$ cat src/design/rgbds_pkg.sv
// Package for the RGBA8 2x2 box downsampler: sizes, register codes and the
// types shared by the scan, reduce and top-level modules. No dependencies.
package rgbds_pkg;

  localparam int MAX_SOURCE_WIDTH = 4096;
  localparam int HEIGHT_LIMIT     = 4096;
  localparam int REG_W            = 13;
  localparam int REG_INDEX_W      = 1;
  localparam int COL_W            = $clog2(MAX_SOURCE_WIDTH);
  localparam int WID_W            = COL_W + 1;
  localparam int ROW_W            = $clog2(HEIGHT_LIMIT);
  localparam int HGT_W            = ROW_W + 1;
  localparam int LINE_DEPTH       = MAX_SOURCE_WIDTH / 2;
  localparam int ADDR_W           = $clog2(LINE_DEPTH);

  typedef enum logic [REG_INDEX_W-1:0] {
    REG_SOURCE_WIDTH  = 1'b0,
    REG_SOURCE_HEIGHT = 1'b1
  } reg_index_t;

  // Channel 0 is red, then green, blue, alpha.
  typedef logic [3:0][7:0] pixel_t;
  typedef logic [3:0][8:0] pair_t;

  localparam int LINE_W = $bits(pair_t);

  typedef struct packed {
    logic              wr_en;
    logic              rd_en;
    logic [ADDR_W-1:0] addr;
    pair_t             wdata;
  } ram_cmd_t;

  typedef struct packed {
    logic  emit;
    logic  use_line;
    logic  final_pixel;
    pair_t pair;
  } stage_info_t;

  typedef struct packed {
    logic s1_valid;
    logic s1_emit;
    logic s1_use_line;
  } stage_status_t;

endpackage

$ cat src/design/rgbds_scan.sv
// Raster scan of the source image: position counters, the held even pixel,
// horizontal pair sums and line-store commands. Depends on rgbds_pkg.
module rgbds_scan (
  input  logic                       clk,
  input  logic                       rst,
  input  logic                       accept,
  input  rgbds_pkg::pixel_t          pixel,
  input  logic [rgbds_pkg::REG_W-1:0] source_width,
  input  logic [rgbds_pkg::REG_W-1:0] source_height,
  output rgbds_pkg::ram_cmd_t        ram_cmd,
  output rgbds_pkg::stage_info_t     info
);
  import rgbds_pkg::*;

  logic [COL_W-1:0]  column_count, column_count_next;
  logic [ROW_W-1:0]  row_count, row_count_next;
  pixel_t            held_even_pixel;

  logic [WID_W-1:0]  w;
  logic [HGT_W-1:0]  h;
  logic [COL_W-1:0]  dw;
  logic [ROW_W-1:0]  dh;
  logic              w_one, h_one;
  logic              have_pair;
  logic [ADDR_W-1:0] x;
  logic [ROW_W-2:0]  y;
  pair_t             pair;
  logic              row_even_ok, row_odd_ok;

  always_comb begin
    if (source_width == '0) begin
      w = WID_W'(1);
    end else if (32'(source_width) > MAX_SOURCE_WIDTH) begin
      w = WID_W'(MAX_SOURCE_WIDTH);
    end else begin
      w = WID_W'(source_width);
    end
    if (source_height == '0) begin
      h = HGT_W'(1);
    end else if (32'(source_height) > HEIGHT_LIMIT) begin
      h = HGT_W'(HEIGHT_LIMIT);
    end else begin
      h = HGT_W'(source_height);
    end
  end

  assign w_one = (w == WID_W'(1));
  assign h_one = (h == HGT_W'(1));
  assign dw    = w_one ? COL_W'(1) : w[WID_W-1:1];
  assign dh    = h_one ? ROW_W'(1) : h[HGT_W-1:1];

  always_comb begin
    if (w_one) begin
      have_pair = (column_count == '0);
      x         = '0;
      for (int k = 0; k < 4; k++) pair[k] = {pixel[k], 1'b0};
    end else begin
      have_pair = column_count[0] &&
                  ({1'b0, column_count} < {w[WID_W-1:1], 1'b0});
      x         = column_count[COL_W-1:1];
      for (int k = 0; k < 4; k++) pair[k] = {1'b0, held_even_pixel[k]} + {1'b0, pixel[k]};
    end
  end

  assign row_even_ok = !h_one && !row_count[0] && ({1'b0, row_count} < {h[HGT_W-1:1], 1'b0});
  assign row_odd_ok  = !h_one && row_count[0] && ({1'b0, row_count} < {h[HGT_W-1:1], 1'b0});
  assign y           = h_one ? '0 : row_count[ROW_W-1:1];

  // Even rows park the pair sum in the line store; odd rows read it back.
  assign ram_cmd.wr_en = accept && have_pair && row_even_ok;
  assign ram_cmd.rd_en = accept && have_pair && row_odd_ok;
  assign ram_cmd.addr  = x;
  assign ram_cmd.wdata = pair;

  assign info.emit        = have_pair && ((h_one && row_count == '0) || row_odd_ok);
  assign info.use_line    = !h_one;
  assign info.final_pixel = ({1'b0, x} == dw - COL_W'(1)) && ({1'b0, y} == dh - ROW_W'(1));
  assign info.pair        = pair;

  always_comb begin
    column_count_next = column_count;
    row_count_next    = row_count;
    if ({1'b0, column_count} >= w - WID_W'(1)) begin
      column_count_next = '0;
      row_count_next    = ({1'b0, row_count} >= h - HGT_W'(1)) ? '0
                                                               : row_count + ROW_W'(1);
    end else begin
      column_count_next = column_count + COL_W'(1);
    end
  end

  always_ff @(posedge clk) begin
    if (rst) begin
      column_count    <= '0;
      row_count       <= '0;
      held_even_pixel <= '0;
    end else if (accept) begin
      column_count <= column_count_next;
      row_count    <= row_count_next;
      if (!w_one && !column_count[0] &&
          ({1'b0, column_count} < {w[WID_W-1:1], 1'b0})) begin
        held_even_pixel <= pixel;
      end
    end
  end

endmodule

$ cat config.mk
export PLATFORM = sky130hd
export DESIGN_NAME = rgbds_scan
export DESIGN_NICKNAME = d
export VERILOG_FILES = /design/src/design/rgbds_pkg.sv /design/src/design/rgbds_scan.sv
export SDC_FILE = /design/constraint.sdc
export NUM_CORES = 1
export LEC_CHECK = 0
export BUFFER_PORTS_ARGS = -buffer_cell sky130_fd_sc_hd__buf_2
export CAP_MARGIN = 20
export CORE_MARGIN = 5
export CORE_UTILIZATION = 57
export CTS_CLUSTER_DIAMETER = 80
export DETAILED_ROUTE_END_ITERATION = 7
export PLACE_DENSITY_LB_ADDON = 0.15
export SLEW_MARGIN = 20
export SYNTH_ARGS = -nofsm -noshare
export SYNTH_HDL_FRONTEND = slang
export SYNTH_SLANG_ARGS = --single-unit
$ cat constraint.sdc
create_clock -name clk -period 8.6 [get_ports clk]
set_clock_uncertainty 0.1 [all_clocks]
set_input_delay 1.29 -clock clk [delete_from_list [all_inputs] [get_ports clk]]
set_output_delay 1.29 -clock clk [all_outputs]
set_load 0.02 [all_outputs]
==> metrics.txt, run 1 <==
outcome finished clean; IO Port Bufs 148; Die H 123 um; Commonest cells post-synth 133 x nand2_1, 86 x ha_1, 72 x nor2_1; CTS Hold Bufs 0; worst path cell trace buf_2, nor3_2, and4_1, o21ai_0, inv_1, ha_1, nor3b_1, and4_1, a21oi_1, ha_1, a31oi_1, a21oi_1, xor2_1, o31ai_1, nor4_1, and4b_1, buf_2; critical path required time 7.21 ns; Post-Layout Inst Area 7810 sq um; Post-synth EDFFs 0; WS Path Type in -> out; n_diodes 0; HP Class reg -> reg; nets 1197; DR DRC count 0; hold path start held_even_pixel[5]; Num CTS Buffers 5; boundary pin count 149; final hold violations 0; DR vias 7013; layout cell share with drive strength beyond 1 17.4%; top_reg_cell synth dfxtp_1; max_cap viols 0; FF-to-FF Start column_count[6]; Crit. Startpoint source_width[1]; # clock sinks 56; crit start category input port; row count 41; drt total wl 19000 um; Synth cell types 74; reg2reg setup slack 4.99 ns; routed len/inst 15.6 um; Reg2Reg Depth 8; hpwl dp 14800 um; net count after synthesis 1130; sum of negative setup slack 0 ns; die area 15100 sq um; gr usage total 24.4%; largest net degree at the start of global routing 68; root buffer cell clkbuf_16; Slew @ Worst Pin 1.08 ns; top-count cell post-synth nand2_1; ys async rst share 0%; vias in the first global route 6317; non-filler instance count after layout 1219; synthesized instance count 979; Crit path max-delay family simple AND/OR/NAND/NOR gates; Final Cycle Share 73.6%; worst flop-to-flop path endpoint held_even_pixel[13]; RSZ-0062 raised after global routing no; post-layout util 62.2%; 1st-iter DRT viols 505; post-cts sizing count 0; Post-CTS Setup Bufs 0; pwr/cell area 119 nW/um^2; global-route wire length before repair 30200 um; Worst EP arrival 4.94 ns; min cycle time layout 6.33 ns; Hold Path Sink held_even_pixel[5]; Yosys reg bits 56; worst path bufs/invs 3; Worst path slowest cell nor3_2; Peak VDD IR 0.0800 mV; share of the synthesized area in the top cell type 15.4%; Worst Hold Depth 2; synth warn 0; Syn-to-layout area delta 7.53%; top cell type by total area after synthesis dfxtp_1; Final setup viols 0; post-route ant nets 0; largest cells by area after synthesis dfxtp_1 15%, ha_1 15%, nand2_1 6.9%; First-pass DRT Iterations 6; Syn Area/Cell 7.42 sq um; Clock Tree Buf Depth 2; Clock Latency Late Sink 0.29 ns; Cell Area, Synth 7270 sq um; core area 12600 sq um; Max Freq 158 MHz; initial antenna violation count 0; Avg Vias per Cell 5.75; Placed Cells 1211; grt ovf 0; H-tree levels 2; sequential share of the synthesized area 15.4%; Pleak 3.66 nW; die width 123 um; Initial Util 57.8%; CTS tree done; slew margin rel. 28.2%; DP Area 7650 sq um; Clk pin slew, worst setup/hold paths 0.07 ns; type of destination of the critical path output pin; GP Congestion 0.952; largest fanout on the critical path 10; Max Slew Vio Count 0; CP peak stage delay 0.45 ns
-- worst register-to-register path, delay by kind of cell (launching register included) --
family,cells,cell delay [ns]
AOI/OAI and AO/OA,5,1.18
adders and majority gates,1,0.33
DFF,1,0.64
muxes,1,0.29
and+or+nand+nor,1,0.99
-- flip-flops by register name (all words and copies together), names as in the netlist --
register,count
row_count,12
held_even_pixel,32
column_count,12
-- layer usage --
layer	up-vias	track usage, %	routed length (um)
met5	-	0	0
met4	0	5.04	349
met3	29	3.02	1030
met2	199	41.4	8980
met1	3200	33.3	8650
li1	3585	-	-
-- layout make-up --
| type | instances | area (sq um) |
|---|---|---|
| multi-input cells | 779 | 5350 |
| fillers | 1209 | 4760 |
| flip-flops and latches | 56 | 1120 |
| repair buffers | 151 | 763 |
| well taps | 172 | 215 |
| inverters | 53 | 200 |
| clock buffers | 6 | 129 |
| clock inverters | 2 | 35.0 |
-- cell usage in the layout (no fill, tap or decap), drive strengths merged, types with 3 or more instances in the layout --
cell type and instances:
nand3 17, and3 10, ha 86, nand4 19, o31a 3, nor3 30, nor2 72, xnor2 33
o21ai 58, nor4b 3, o22ai 4, clkbuf 6, nor3b 20, and2 16, dfxtp 56, a31oi 12
a21o 26, or4 7, a211oi 7, or3 7, a21oi 58, a21boi 9, xor2 18, mux2i 38
nor2b 9, a2111oi 4, o31ai 12, nand2b 12, nand2 133, inv 52, nor4 12, buf 151
o21a 4, and4 3, fa 4, o41ai 3
-- power by group --
| group | total [mW] | internal, mW | switching [mW] |
|---|---|---|---|
| Sequential | 0.283 | 0.272 | 0.0103 |
| Clock | 0.231 | 0.137 | 0.0936 |
| Combinational | 0.413 | 0.156 | 0.257 |
-- stage by stage --
step	setup slack, ns	total power [mW]	hold slack, ns
after floorplan	2.15	0.623	0.338
after global placement	2.41	0.695	0.347
after detailed placement	2.32	0.700	0.355
after CTS	2.31	0.931	0.365
after global routing	1.87	0.984	0.377
final	2.27	0.926	0.359
-- worst max-delay path by stage --
stage / to / slack, ns / depth (start not counted)
CTS: info[36] / 2.31 / 17
global placement: info[36] / 2.41 / 16
finish: info[36] / 2.27 / 17
global route: info[36] / 1.87 / 17
detailed placement: info[36] / 2.32 / 17
floorplan: info[36] / 2.15 / 20
-- cell families (layout without fill, tap and decap cells) --
| family | count (synthesis) | count (layout) | synth area share, % |
|---|---|---|---|
| AO/OA/AOI/OAI | 223 | 223 | 20.0 |
| XOR/XNOR | 51 | 51 | 6.15 |
| adder cells (fa/ha/maj) | 90 | 90 | 15.9 |
| buffers and inverters | 144 | 212 | 11.0 |
| flip-flops | 56 | 56 | 15.4 |
| multiplexers | 39 | 39 | 5.39 |
| AND/OR/NAND/NOR | 376 | 376 | 26.1 |
Note: power is estimated with default switching activity, not from simulation.
==> run 2: changes to the inputs <==
--- a/config.mk
+++ b/config.mk
@@ -5,6 +5,7 @@
 export SDC_FILE = /design/constraint.sdc
 export NUM_CORES = 1
 export LEC_CHECK = 0
+export ABC_AREA = 1
 export BUFFER_PORTS_ARGS = -buffer_cell sky130_fd_sc_hd__buf_2
 export CAP_MARGIN = 20
 export CORE_MARGIN = 5
==> constraint.sdc (replaced) <==
create_clock -name clk -period 6.4 [get_ports clk]
set_clock_uncertainty 0.1 [all_clocks]
set_input_delay 0.96 -clock clk [delete_from_list [all_inputs] [get_ports clk]]
set_output_delay 0.96 -clock clk [all_outputs]
set_load 0.02 [all_outputs]
==> metrics.txt, run 2 <==
synth warn 0; Cell Area, Synth 6950 sq um; sequential share of the synthesized area 16.1%; max reg flops 32; IO Port Bufs 148; Clock Tree Buf Depth 2; fill cell count 1148; Post-synth EDFFs 0; DR DRC count 0; Syn-to-layout area delta 9.02%; root buffer cell clkbuf_16; largest net degree at the start of global routing 42; post-cts sizing count 0; ys async rst share 0%; Num CTS Buffers 5; Yosys reg bits 56; 1st-iter DRT viols 480; final hold violations 0; RSZ-0062 raised after global routing no; commonest cells after routing, fill and taps aside 279 x nand2_1, 148 x buf_2, 104 x inv_1, 100 x nor2_1, 86 x ha_1; DR vias 7248; gr usage total 24.8%; core area 12000 sq um; top_reg_cell synth dfxtp_1; net count after synthesis 1231; largest registers held_even_pixel: 32 flops, column_count: 12 flops, row_count: 12 flops; layout cell share with drive strength beyond 1 15.4%; synthesized instance count 1080; Final setup viols 0; most common cell after layout, fill and taps aside nand2_1; Pleak 3.90 nW; share of the synthesized area in the top cell type 16.1%; routed len/inst 14.0 um; die width 120 um; vias in the first global route 6357; Final Cycle Share 86.6%; HP Class reg -> reg; Synth cell types 44; Initial Util 58.1%; largest fanout on the critical path 33; most flop-heavy register held_even_pixel; global-route wire length before repair 30200 um; crit start category input port; GP Congestion 0.945; Max Slew Vio Count 0; Peak VDD IR 0.100 mV; drt total wl 18400 um; Commonest cells post-synth 279 x nand2_1, 104 x inv_1, 101 x nor2_1; top cell type by total area after synthesis dfxtp_1; CP peak stage delay 0.46 ns; Clk pin slew, worst setup/hold paths 0.06 ns; # clock sinks 56; Worst EP arrival 4.48 ns; WS Path Type in -> out; H-tree levels 2; sum of negative setup slack 0 ns; worst path cell trace buf_2, inv_1, nand2_1, nor2_1, nand2_2, nand2_4, o21ai_0, inv_1, ha_1, inv_1, nor4_1, nand3_4, nand2_1, inv_1, ha_1, nand2_1, nor2_2, xnor2_1, or2_2, nand3_1, nor2_1, nand3_1, nor2_1, buf_2; Max Freq 180 MHz; row count 40; initial antenna violation count 0; slew margin rel. 48.3%; outcome finished clean; post-layout util 63.3%; Avg Vias per Cell 5.52; top-count cell post-synth nand2_1; post-route ant nets 0; n_diodes 0; critical path required time 5.34 ns; min cycle time layout 5.54 ns; largest cells by area after synthesis dfxtp_1 16%, ha_1 15%, nand2_1 15%; Syn Area/Cell 6.44 sq um; max_cap viols 0; nets 1318; die area 14500 sq um; type of destination of the critical path output pin; boundary pin count 149; pwr/cell area 158 nW/um^2; Die H 120 um; CTS tree done; Slew @ Worst Pin 0.776 ns; grt ovf 0; First-pass DRT Iterations 5; Worst path slowest cell nor4_1; Clock Latency Late Sink 0.29 ns; hpwl dp 14700 um; CTS Hold Bufs 0; critical path's most frequent cell inv_1; Post-CTS Setup Bufs 0
==> run 2: cell types whose count changed after synthesis, moves of 17 or more <==
cell and delta:
xor2_1 +18, inv_1 +52, nand2_1 +146, nand3_1 +43, clkbuf_1 -18, a21oi_1 +23, nand4_1 +26, nor3b_1 -17
nor2_1 +29, mux2i_1 -38, a21o_1 -22
==> run 2: worst paths after layout <==
check,start,end,slack (ns),cells past startpoint
max,source_width[11],info[36],0.86,24
min,held_even_pixel[29],held_even_pixel[29],0.37,2
max reg2reg,column_count[8],held_even_pixel[20],3.33,10
min reg2reg,held_even_pixel[29],held_even_pixel[29],0.37,2
==> run 2: power breakdown <==
group | total, mW | switching, mW | internal [mW] | leakage [nW]
Combinational | 0.524 | 0.341 | 0.183 | 3.37
Clock | 0.300 | 0.120 | 0.180 | 0.0757
Sequential | 0.372 | 0.00924 | 0.363 | 0.457
==> run 2: cells by family (layout without fill, tap and decap cells) <==
group | after synthesis | count (layout) | share of synthesized area, %
compound gates | 165 | 165 | 13.1
xor+xnor | 69 | 69 | 8.89
fa+ha+maj | 90 | 90 | 16.6
buf+inv | 178 | 264 | 12.7
flops | 56 | 56 | 16.1
simple gates | 522 | 522 | 32.5
==> run 2: metrics by stage <==
stage / std cells / worst slack (ns) / area [sq um] / power (mW) / hold WS, ns
after global placement: 1307 / 0.991 / 7420 / 0.898 / 0.354
after detailed placement: 1307 / 0.897 / 7420 / 0.903 / 0.356
after CTS: 1313 / 0.887 / 7580 / 1.20 / 0.367
after floorplan: 1080 / 1.47 / 6950 / 0.798 / 0.343
final: 1313 / 0.857 / 7580 / 1.20 / 0.366
after global routing: 1313 / 0.502 / 7580 / 1.27 / 0.378
==> run 2: cell type report <==
cell class / count / area, sq um / area share (%)
Clock buffer: 5 / 125 / 1.65
Clock inverter: 1 / 30.0 / 0.396
Inverter: 106 / 398 / 5.25
Multi-Input combinational cell: 846 / 4950 / 65.3
Sequential cell: 56 / 1120 / 14.8
Tap cell: 147 / 184 / 2.43
Timing Repair Buffer: 152 / 771 / 10.2
==> run 2: critical path, delay by kind of cell <==
kind / cells / cell delay (ns)
AND/OR/NAND/NOR: 14 / 2.21
buffers and inverters: 6 / 0.59
adder cells (fa/ha/maj): 2 / 0.39
AO/OA/AOI/OAI: 1 / 0.18
XOR/XNOR: 1 / 0.16
==> run 2: per-layer routing <==
| metal | vias up | track usage, % | wire, um | part of all wire, % |
|---|---|---|---|---|
| met2 | 266 | 41.2 | 8370 | 45 |
| met3 | 18 | 2.43 | 1290 | 7.0 |
| met1 | 3256 | 34.9 | 8480 | 46 |
| met4 | 0 | 5.52 | 257 | 1.4 |
| met5 | - | 0 | 0 | 0 |
| li1 | 3708 | - | - | - |
