==> src/design/rgbds_pkg.sv <==
// Package for the RGBA8 2x2 box downsampler: sizes, register codes and the
// types shared by the scan, reduce and top-level modules. No dependencies.
package rgbds_pkg;

  localparam int MAX_SOURCE_WIDTH = 4096;
  localparam int HEIGHT_LIMIT     = 4096;
  localparam int REG_W            = 13;
  localparam int REG_INDEX_W      = 1;
  localparam int COL_W            = $clog2(MAX_SOURCE_WIDTH);
  localparam int WID_W            = COL_W + 1;
  localparam int ROW_W            = $clog2(HEIGHT_LIMIT);
  localparam int HGT_W            = ROW_W + 1;
  localparam int LINE_DEPTH       = MAX_SOURCE_WIDTH / 2;
  localparam int ADDR_W           = $clog2(LINE_DEPTH);

  typedef enum logic [REG_INDEX_W-1:0] {
    REG_SOURCE_WIDTH  = 1'b0,
    REG_SOURCE_HEIGHT = 1'b1
  } reg_index_t;

  // Channel 0 is red, then green, blue, alpha.
  typedef logic [3:0][7:0] pixel_t;
  typedef logic [3:0][8:0] pair_t;

  localparam int LINE_W = $bits(pair_t);

  typedef struct packed {
    logic              wr_en;
    logic              rd_en;
    logic [ADDR_W-1:0] addr;
    pair_t             wdata;
  } ram_cmd_t;

  typedef struct packed {
    logic  emit;
    logic  use_line;
    logic  final_pixel;
    pair_t pair;
  } stage_info_t;

  typedef struct packed {
    logic s1_valid;
    logic s1_emit;
    logic s1_use_line;
  } stage_status_t;

endpackage

==> src/design/rgbds_if.sv <==


interface rgbds_res_if;
  logic       valid;
  logic       ready;
  logic [7:0] red_out;
  logic [7:0] green_out;
  logic [7:0] blue_out;
  logic [7:0] alpha_out;
  logic       final_pixel;

  modport source (output valid, red_out, green_out, blue_out, alpha_out, final_pixel,
                  input ready);
  modport sink (input valid, red_out, green_out, blue_out, alpha_out, final_pixel,
                output ready);
endinterface

==> src/design/rgbds_reduce.sv <==
// Second stage and output register: adds the stored pair sums, rounds the
// mean and hands results out through the output channel. Depends on rgbds_pkg.
module rgbds_reduce (
  input  logic                     clk,
  input  logic                     rst,
  input  logic                     accept,
  input  rgbds_pkg::stage_info_t   info,
  input  rgbds_pkg::pair_t         line_data,
  output logic                     in_free,
  output rgbds_pkg::stage_status_t status,
  rgbds_res_if.source              results
);
  import rgbds_pkg::*;

  logic        s1_valid;
  stage_info_t s1;
  logic        out_valid;
  logic        adv, s1_go;
  pixel_t      mean;
  logic [9:0]  sum;

  assign adv     = !out_valid || results.ready;
  assign s1_go   = s1_valid && (!s1.emit || adv);
  assign in_free = !s1_valid || s1_go;

  always_comb begin
    sum = '0;
    for (int k = 0; k < 4; k++) begin
      sum     = s1.use_line ? ({1'b0, line_data[k]} + {1'b0, s1.pair[k]})
                            : {s1.pair[k], 1'b0};
      sum     = sum + 10'd2;
      mean[k] = sum[9:2];
    end
  end

  always_ff @(posedge clk) begin
    if (rst) begin
      s1_valid <= 1'b0;
    end else if (accept) begin
      s1_valid <= 1'b1;
    end else if (s1_go) begin
      s1_valid <= 1'b0;
    end
  end

  always_ff @(posedge clk) begin
    if (accept) begin
      s1 <= info;
    end
  end

  always_ff @(posedge clk) begin
    if (rst) begin
      out_valid <= 1'b0;
    end else if (s1_valid && s1.emit && adv) begin
      out_valid <= 1'b1;
    end else if (results.ready) begin
      out_valid <= 1'b0;
    end
  end

  always_ff @(posedge clk) begin
    if (s1_valid && s1.emit && adv) begin
      results.red_out     <= mean[0];
      results.green_out   <= mean[1];
      results.blue_out    <= mean[2];
      results.alpha_out   <= mean[3];
      results.final_pixel <= s1.final_pixel;
    end
  end

  assign results.valid      = out_valid;
  assign status.s1_valid    = s1_valid;
  assign status.s1_emit     = s1.emit;
  assign status.s1_use_line = s1.use_line;

endmodule

==> src/flat_wrapper.sv <==
// flat-port wrapper written by rule: the top's interface ports become plain ports
module rgbds_reduce_flat import rgbds_pkg::*;
  (clk, rst, accept, info, line_data, in_free, status, results_valid, results_red_out, results_green_out, results_blue_out, results_alpha_out, results_final_pixel, results_ready);
  rgbds_res_if results_i ();
  input  logic clk;
  input  logic rst;
  input  logic accept;
  input  rgbds_pkg::stage_info_t info;
  input  rgbds_pkg::pair_t line_data;
  output logic in_free;
  output rgbds_pkg::stage_status_t status;
  output wire logic [$bits(results_i.valid)-1:0] results_valid;
  output wire logic [$bits(results_i.red_out)-1:0] results_red_out;
  output wire logic [$bits(results_i.green_out)-1:0] results_green_out;
  output wire logic [$bits(results_i.blue_out)-1:0] results_blue_out;
  output wire logic [$bits(results_i.alpha_out)-1:0] results_alpha_out;
  output wire logic [$bits(results_i.final_pixel)-1:0] results_final_pixel;
  input wire logic [$bits(results_i.ready)-1:0] results_ready;
  assign results_valid = results_i.valid;
  assign results_red_out = results_i.red_out;
  assign results_green_out = results_i.green_out;
  assign results_blue_out = results_i.blue_out;
  assign results_alpha_out = results_i.alpha_out;
  assign results_final_pixel = results_i.final_pixel;
  assign results_i.ready = results_ready;
  rgbds_reduce u_core (.clk(clk), .rst(rst), .accept(accept), .info(info), .line_data(line_data), .in_free(in_free), .status(status), .results(results_i));
endmodule
==> config.mk <==
export PLATFORM = sky130hd
export DESIGN_NAME = rgbds_reduce_flat
export DESIGN_NICKNAME = d
export VERILOG_FILES = /design/src/design/rgbds_pkg.sv /design/src/design/rgbds_if.sv /design/src/design/rgbds_reduce.sv /design/src/flat_wrapper.sv
export SDC_FILE = /design/constraint.sdc
export NUM_CORES = 1
export LEC_CHECK = 0
export ABC_CLOCK_PERIOD_IN_PS = 3390
export BUFFER_PORTS_ARGS = -buffer_cell sky130_fd_sc_hd__clkbuf_2
export CAP_MARGIN = 20
export CORE_MARGIN = 5
export CORE_UTILIZATION = 52
export CTS_BUF_LIST = sky130_fd_sc_hd__clkbuf_4 sky130_fd_sc_hd__clkbuf_8 sky130_fd_sc_hd__clkbuf_16
export CTS_CLUSTER_DIAMETER = 200
export DETAILED_ROUTE_END_ITERATION = 7
export PLACE_DENSITY = 0.78
export SYNTH_ARGS = -nofsm -noshare
export SYNTH_HDL_FRONTEND = slang
export SYNTH_SLANG_ARGS = --single-unit
==> constraint.sdc <==
create_clock -name clk -period 3.39 [get_ports clk]
set_input_delay 0.339 -clock clk [delete_from_list [all_inputs] [get_ports clk]]
set_output_delay 0.339 -clock clk [all_outputs]
set_load 0.01 [all_outputs]
==> results of run 1 <==
## flip-flops by register name, summed over array words and instances (netlist names)
register                    cells
u_core.s1_valid                 1
u_core.s1                      37
u_core.results.final_pixel      1
u_core.results.blue_out         8
u_core.status                   2
u_core.results.green_out        8
u_core.results.alpha_out        8
u_core.results.red_out          8
u_core.results.valid            1
## synthesized netlist by cell type (9+ instances only)
| master | instances | share of area [%] |
|---|---|---|
| edfxtp_1 | 72 | 45 |
| ha_1 | 36 | 9.4 |
| a21oi_1 | 35 | 3.7 |
| nand2_1 | 29 | 2.3 |
| inv_1 | 26 | 2.0 |
| xnor2_1 | 24 | 4.4 |
| nor2_1 | 22 | 1.7 |
| o21ai_0 | 14 | 1.5 |
| xor2_1 | 12 | 2.2 |
| a211oi_1 | 9 | 1.4 |
| a21o_1 | 9 | 1.4 |
| nor2b_1 | 9 | 1.2 |
## cell type report
cell class / count / share of cell area (%)
clock buffer: 12 / 2.81
sequential: 74 / 39.0
tap: 111 / 2.46
inverter: 27 / 1.79
timing repair buffer: 119 / 11.3
multi-input combinational: 305 / 42.2
clock inverter: 4 / 0.465
## worst max-delay path by stage
stage	depth (start not counted)	endpoint	slack, ns	start
CTS	9	u_core.results.alpha_out[7]$_DFFE_PP_	0.69	u_core.s1[27]$_DFFE_PP_
global route	11	u_core.results.alpha_out[7]$_DFFE_PP_	0.47	u_core.s1[27]$_DFFE_PP_
floorplan	9	u_core.results.alpha_out[6]$_DFFE_PP_	0.91	u_core.s1[27]$_DFFE_PP_
finish	9	u_core.results.alpha_out[7]$_DFFE_PP_	0.71	u_core.s1[27]$_DFFE_PP_
global placement	10	u_core.results.alpha_out[7]$_DFFE_PP_	0.76	line_data[27]
detailed placement	12	u_core.results.red_out[7]$_DFFE_PP_	0.68	line_data[1]
## logic make-up after synthesis
family | count (synthesis) | share of synthesized area [%]
and+or+nand+nor | 118 | 15.2
AOI/OAI and AO/OA | 103 | 15.1
DFF | 74 | 46.1
adders and majority gates | 40 | 11.1
buffers and inverters | 38 | 4.09
xor gates and xnor gates | 36 | 6.60
muxes | 8 | 1.78
## power groups by stage
stage / logic, mW / clock network, mW / registers, mW
CTS: 0.682 / 0.666 / 1.13
detailed placement: 0.678 / 0 / 1.15
global placement: 0.653 / 0 / 1.15
finish: 0.684 / 0.639 / 1.13
global route: 0.766 / 0.701 / 1.14
floorplan: 0.499 / 0 / 1.16
## routing by layer
metal / share of wire [%] / GRT usage, %
met4: 1.4 / 6.11
met1: 42 / 20.9
met2: 50 / 31.2
met3: 6.2 / 5.33
met5: 0 / 0
## worst max-delay path: cells and delay by family (launching register included)
family	cells	cell delay, ns
compound gates	3	0.86
xor+xnor	2	0.28
fa+ha+maj	1	0.42
flops	1	0.42
simple gates	3	0.46
## through the flow
step,hold slack [ns],power [mW],instances,cell area [sq um],utilization (%)
after global routing,0.133,2.60,652,5650,62.0
after detailed placement,0.420,1.83,635,5440,59.7
after global placement,0.404,1.80,635,5440,59.7
final,0.149,2.45,652,5650,62.0
after CTS,0.130,2.48,651,5620,61.7
after floorplan,0.400,1.65,417,4770,-
## cells in the final DEF, fill, tap and decap left out, drive strengths merged, types with 6 or more instances in the layout
cell	netlist	routed
a21o	9	9
o21ai	15	15
nor2	23	23
clkbuf	1	128
xnor2	24	24
a21oi	35	35
xor2	12	12
nor3	8	8
nor2b	9	9
nand4	6	6
nand3b	6	6
a211oi	12	12
nand2	31	31
ha	36	36
edfxtp	72	72
o211ai	7	7
a31oi	8	8
inv	27	27
==> impl_metrics.csv, run 1 <==
group,metric,value,unit
route,drt_pre_antenna_iters,4,
finish,multiInputGateArea,2380,sq um
worst_setup_path,crit_slowest_cell,"a211oi_1",
finish,drive_above_1_share,30.5,%
worst_setup_path,setup_slack_of_the_worst_register_to_register_path,0.71,ns
grt,grt_max_degree,49,
timing,worst_setup_margin,0.711,ns
power_and_ir_drop,power.density,434,nW/um^2
logic_synthesis,post_synthesis_sequential_area_ratio,46.1,%
route,residual_drc_count,0,
place,dp_slack,0.682,ns
logic_synthesis,distinct_cells_synth,59,
power_and_ir_drop,sequentialPowerShare,46.1,%
logic_synthesis,ys.flop_type,"edfxtp_1",
power_and_ir_drop,swShare,30.0,%
timing,max_freq,373,MHz
floorplan,die_area,11200,sq um
power_and_ir_drop,net-switching-power,0.736,mW
finish,layout_overhead_on_the_synthesized_area,18.3,%
clock_tree,cts_tree,"done",
clock_tree,cts_inserted_buffers,9,
logic_synthesis,yosys_register_bits,74,
timing,timing_hold_violations_final,0,
finish,filler_cells_inserted,758,
run_status,status,"finished clean",
floorplan,floorplan_die_width,106,microns
worst_setup_path,reg2reg_from,"u_core.s1[27]$_DFFE_PP_",
clock_tree,cts.htree.levels,3,
worst_setup_path,worst_setup_path_end_kind,"register",
timing,worst-slew-pin-transition,0.937,ns
clock_tree,post_cts_buffers,0,
route,antenna_left,0,
place,place.detailed.hpwl,7460,microns
logic_synthesis,postSynthCellCount,417,
clock_tree,count_of_hold_fix_buffers_inserted_at_cts,0,
clock_tree,clock_latency,0.35,ns
grt,grt_pass1_wl,16100,microns
logic_synthesis,synth_edf_count,72,
logic_synthesis,synthesis.area_per_instance,11.4,sq um
timing,skew,0.00676,ns
route,vias,3586,
logic_synthesis,ys_async_sr_fraction,0,%
power_and_ir_drop,power_frac_clock,26.1,%
timing,grt_setup_unrepaired,"no",
grt,track_usage,17.9,%
grt,grt_pass1_vias,3648,
floorplan,starting_utilization_of_the_core_area,52.4,%
timing,fin_crit_sh,79.0,%
floorplan,io_pins,117,
worst_setup_path,criticalPathCategory,"register to register",
place,buffer_ports.inserted,116,
clock_tree,cts_sinks,74,
timing,relative_slew_slack,37.4,%
finish,num_antenna_cells,0,
worst_hold_path,min_to,"u_core.s1_valid$_SDFFE_PP0P_",
clock_tree,cts-root-to-sink-buffers,2,
worst_setup_path,cp_cell_sequence,"and2_1, fa_1, a21o_1, a21oi_1, xnor2_1, nand2_1, a211oi_1, nand4b_1, xnor2_1",
floorplan,core_area,9110,sq um
timing,setup_viol_count_final,0,
place,gp_congestion,0.827,
floorplan,y_dimension_of_the_die,106,microns
worst_setup_path,crit_path_start_kind,"register",
worst_hold_path,timing.hold.worst_path_depth,2,
timing,fin_tns_setup,0,ns
route,vias_per_cell,5.50,
worst_hold_path,hold_path_startpoint,"rst",
worst_setup_path,timing.rr.end,"u_core.results.alpha_out[7]$_DFFE_PP_",
floorplan,number_of_rows_created_at_floorplan,35,
route,detail_route.wl_per_cell,14.9,microns
power_and_ir_drop,leakage,2.37,nW
power_and_ir_drop,internal_power,1.72,mW
logic_synthesis,synth_warnings,0,
finish,area.sequential,2200,sq um
power_and_ir_drop,peak_supply_drop,214,uV
power_and_ir_drop,power_frac_comb,27.9,%
worst_setup_path,crit_path_frequent_cell,"xnor2_1",
worst_setup_path,arrival,2.78,ns
route,route.final.wire_length,9690,microns
timing,period_minus_slack,2.68,ns
job,number_of_violations_of_the_max_capacitance_limit,0,
logic_synthesis,synth_area,4770,sq um
worst_hold_path,min-delay-path-class,"input pin to register",
timing,maxSlewViolCount,0,
worst_setup_path,critical_path_peak_fanout,4,
logic_synthesis,synth.net_count,536,
grt,gr-total-overflow,0,
clock_tree,clock-root-buffer,"clkbuf_8",
worst_setup_path,critPathRequiredTime,3.49,ns
clock_tree,cts-resized-gates,0,
grt,antenna_found_initial,0,
clock_tree,clk_pin_slew_worst_paths,0.08,ns
route,dr.first_iter.drc_count,105,
worst_setup_path,ff2ff_path_depth,9,
finish,nets,655,
worst_setup_path,cpPeakStageDelay,0.50,ns
Power figures use the tool's default switching activity.
==> run 2: changes to the inputs <==
--- a/config.mk
+++ b/config.mk
@@ -5,15 +5,16 @@
 export SDC_FILE = /design/constraint.sdc
 export NUM_CORES = 1
 export LEC_CHECK = 0
-export ABC_CLOCK_PERIOD_IN_PS = 3390
+export ABC_AREA = 1
+export ABC_CLOCK_PERIOD_IN_PS = 2300
 export BUFFER_PORTS_ARGS = -buffer_cell sky130_fd_sc_hd__clkbuf_2
 export CAP_MARGIN = 20
 export CORE_MARGIN = 5
-export CORE_UTILIZATION = 52
+export CORE_UTILIZATION = 50
 export CTS_BUF_LIST = sky130_fd_sc_hd__clkbuf_4 sky130_fd_sc_hd__clkbuf_8 sky130_fd_sc_hd__clkbuf_16
 export CTS_CLUSTER_DIAMETER = 200
 export DETAILED_ROUTE_END_ITERATION = 7
-export PLACE_DENSITY = 0.78
+export PLACE_DENSITY = 0.77
 export SYNTH_ARGS = -nofsm -noshare
 export SYNTH_HDL_FRONTEND = slang
 export SYNTH_SLANG_ARGS = --single-unit
==> constraint.sdc (replaced) <==
create_clock -name clk -period 2.3 [get_ports clk]
set_input_delay 0.23 -clock clk [delete_from_list [all_inputs] [get_ports clk]]
set_output_delay 0.23 -clock clk [all_outputs]
set_load 0.01 [all_outputs]
==> run 2 against run 1 <==
  * Worst setup slack worse by 0.56 ns
  * Critical path type unchanged
  * Register-to-register slack lost 0.56 ns
  * Critical path depth up 2
==> impl_metrics.csv, run 2 <==
group,metric,value,unit
timing,max_freq,465,MHz
floorplan,die_area,13200,sq um
worst_setup_path,cpLargestDelayFamily,"simple AND/OR/NAND/NOR gates",
worst_setup_path,critical_path_peak_fanout,4,
logic_synthesis,synth_area,5480,sq um
grt,grt_max_degree,54,
clock_tree,cts-root-to-sink-buffers,2,
finish,layout_overhead_on_the_synthesized_area,18.2,%
timing,fin_hold_ws,0.0392,ns
power_and_ir_drop,totalPowerFinal,3.86,mW
grt,grt_pass1_vias,4368,
logic_synthesis,post-synth-top-count-cell,"nand2_1",
worst_setup_path,critPathRequiredTime,2.42,ns
logic_synthesis,synth_top_cell_by_area,"edfxtp_1",
worst_setup_path,criticalPathCategory,"register to register",
place,buffer_ports.inserted,116,
clock_tree,clk_pin_slew_worst_paths,0.07,ns
floorplan,core_area,10800,sq um
finish,layout.core_utilization,60.0,%
grt,antenna_found_initial,0,
clock_tree,count_of_hold_fix_buffers_inserted_at_cts,0,
place,placedInstanceArea,6250,sq um
finish,filler_cells_inserted,973,
clock_tree,cts_sinks,74,
worst_setup_path,crit_path_start_kind,"register",
logic_synthesis,ys.flop_type,"edfxtp_1",
finish,drive_above_1_share,28.5,%
finish,final_cell_mix,"nand2_1, clkbuf_2, inv_1",
power_and_ir_drop,power.density,595,nW/um^2
clock_tree,clock-root-buffer,"clkbuf_8",
timing,worst-slew-pin-transition,0.546,ns
floorplan,number_of_rows_created_at_floorplan,38,
worst_setup_path,worst_setup_path_end_kind,"register",
timing,period_minus_slack,2.15,ns
clock_tree,cts.htree.levels,3,
logic_synthesis,synth.area.top_cells,"edfxtp_1, nand2_1, ha_1",
finish,layout.cells.most_common,"nand2_1",
logic_synthesis,synthesis.area_per_instance,8.01,sq um
worst_setup_path,critical_path_buf_inv_count,4,
worst_setup_path,cp_cell_sequence,"inv_1, fa_1, inv_1, or2_2, a22oi_1, inv_1, ha_1, nand3_2, inv_1, a21oi_1, nor2_1",
grt,grt_pass1_wl,18800,microns
power_and_ir_drop,peak_supply_drop,350,uV
grt,gr-total-overflow,0,
floorplan,starting_utilization_of_the_core_area,50.8,%
floorplan,floorplan_die_width,115,microns
power_and_ir_drop,leakage,3.33,nW
logic_synthesis,synth.top_cells.by_count,"nand2_1, inv_1, edfxtp_1",
route,vias_per_cell,4.75,
logic_synthesis,distinct_cells_synth,33,
route,drt_pre_antenna_iters,4,
worst_setup_path,cpPeakStageDelay,0.42,ns
logic_synthesis,synth_edf_count,72,
timing,fin_crit_sh,93.4,%
floorplan,y_dimension_of_the_die,115,microns
route,dr.first_iter.drc_count,172,
route,route.final.wire_length,11000,microns
route,antenna_left,0,
place,gp_congestion,0.863,
floorplan,io_pins,117,
clock_tree,clock_latency,0.36,ns
worst_setup_path,arrival,2.26,ns
logic_synthesis,yosys.area.top_type_share,39.5,%
run_status,status,"finished clean",
route,residual_drc_count,0,
timing,maxSlewViolCount,0,
grt,track_usage,17.9,%
worst_hold_path,min-delay-path-class,"input pin to register",
logic_synthesis,ys_async_sr_fraction,0,%
route,detail_route.wl_per_cell,11.5,microns
clock_tree,cts_inserted_buffers,9,
place,place.detailed.hpwl,8840,microns
worst_setup_path,crit_path_frequent_cell,"inv_1",
logic_synthesis,postSynthCellCount,684,
finish,num_antenna_cells,0,
timing,skew,0.00445,ns
logic_synthesis,post_synthesis_sequential_area_ratio,40.2,%
timing,fin_tns_setup,0,ns
finish,finalInstanceArea,6470,sq um
finish,nets,928,
timing,timing_hold_violations_final,0,
job,number_of_violations_of_the_max_capacitance_limit,0,
timing,setup_viol_count_final,0,
logic_synthesis,synth.net_count,803,
timing,grt_setup_unrepaired,"no",
finish,register_with_the_most_flip_flops,"u_core.s1",
worst_setup_path,crit_slowest_cell,"edfxtp_1",
route,vias,4529,
clock_tree,cts_tree,"done",
finish,largest_register_ff_count,37,
logic_synthesis,yosys_register_bits,74,
logic_synthesis,synth_warnings,0,
timing,relative_slew_slack,63.5,%
==> run 2: metrics by stage <==
step	setup WS, ns	instances
floorplan	0.0133	684
global placement	0.202	936
detailed placement	0.154	936
CTS	0.139	952
global route	0.00610	954
finish	0.151	954
==> run 2: cell type report <==
cell class / count / area [sq um] / share of cell area [%]
multi-input cells: 473 / 2760 / 42.6
flip-flops and latches: 74 / 2200 / 34.0
repair buffers: 125 / 686 / 10.6
inverters: 126 / 473 / 7.30
well taps: 140 / 175 / 2.71
clock buffers: 9 / 124 / 1.91
clock inverters: 7 / 60.1 / 0.928
==> run 2: metal layers <==
metal / up-vias / track usage [%] / wire [microns]
li1: 2456 / - / -
met1: 1952 / 21.5 / 4750
met2: 106 / 31.0 / 5340
met3: 15 / 4.12 / 659
met4: 0 / 6.65 / 206
met5: - / 0 / 0
==> run 2: what timing repair did <==
item | 4_1_cts | 5_1_grt
buffers inserted | 0 | 2
resized for setup | 0 | 8
setup endpoints to repair | 0 | 7
==> run 2: path summary, 6_finish.rpt <==
path | to | cells after the start | slack, ns | from
worst min register to register | u_core.results.final_pixel$_DFFE_PP_ | 0 | 0.42 | u_core.s1[36]$_DFFE_PP_
worst max register to register | u_core.results.red_out[3]$_DFFE_PP_ | 11 | 0.15 | u_core.s1[1]$_DFFE_PP_
worst max-delay path | u_core.results.red_out[3]$_DFFE_PP_ | 11 | 0.15 | u_core.s1[1]$_DFFE_PP_
worst min-delay path | u_core.s1_valid$_SDFFE_PP0P_ | 2 | 0.04 | rst
==> run 2: where the power goes <==
group | total [mW] | internal (mW) | switching [mW]
Combinational | 1.21 | 0.475 | 0.737
Clock | 0.992 | 0.488 | 0.504
Sequential | 1.65 | 1.61 | 0.0391
==> run 2: logic make-up (layout without fill, tap and decap cells) <==
logic type	Yosys count	count (layout)	share of synthesized area (%)
compound gates	32	32	3.75
simple gates	388	388	34.2
flops	74	74	40.2
xor+xnor	13	13	2.08
fa+ha+maj	40	40	9.68
buf+inv	137	267	10.1
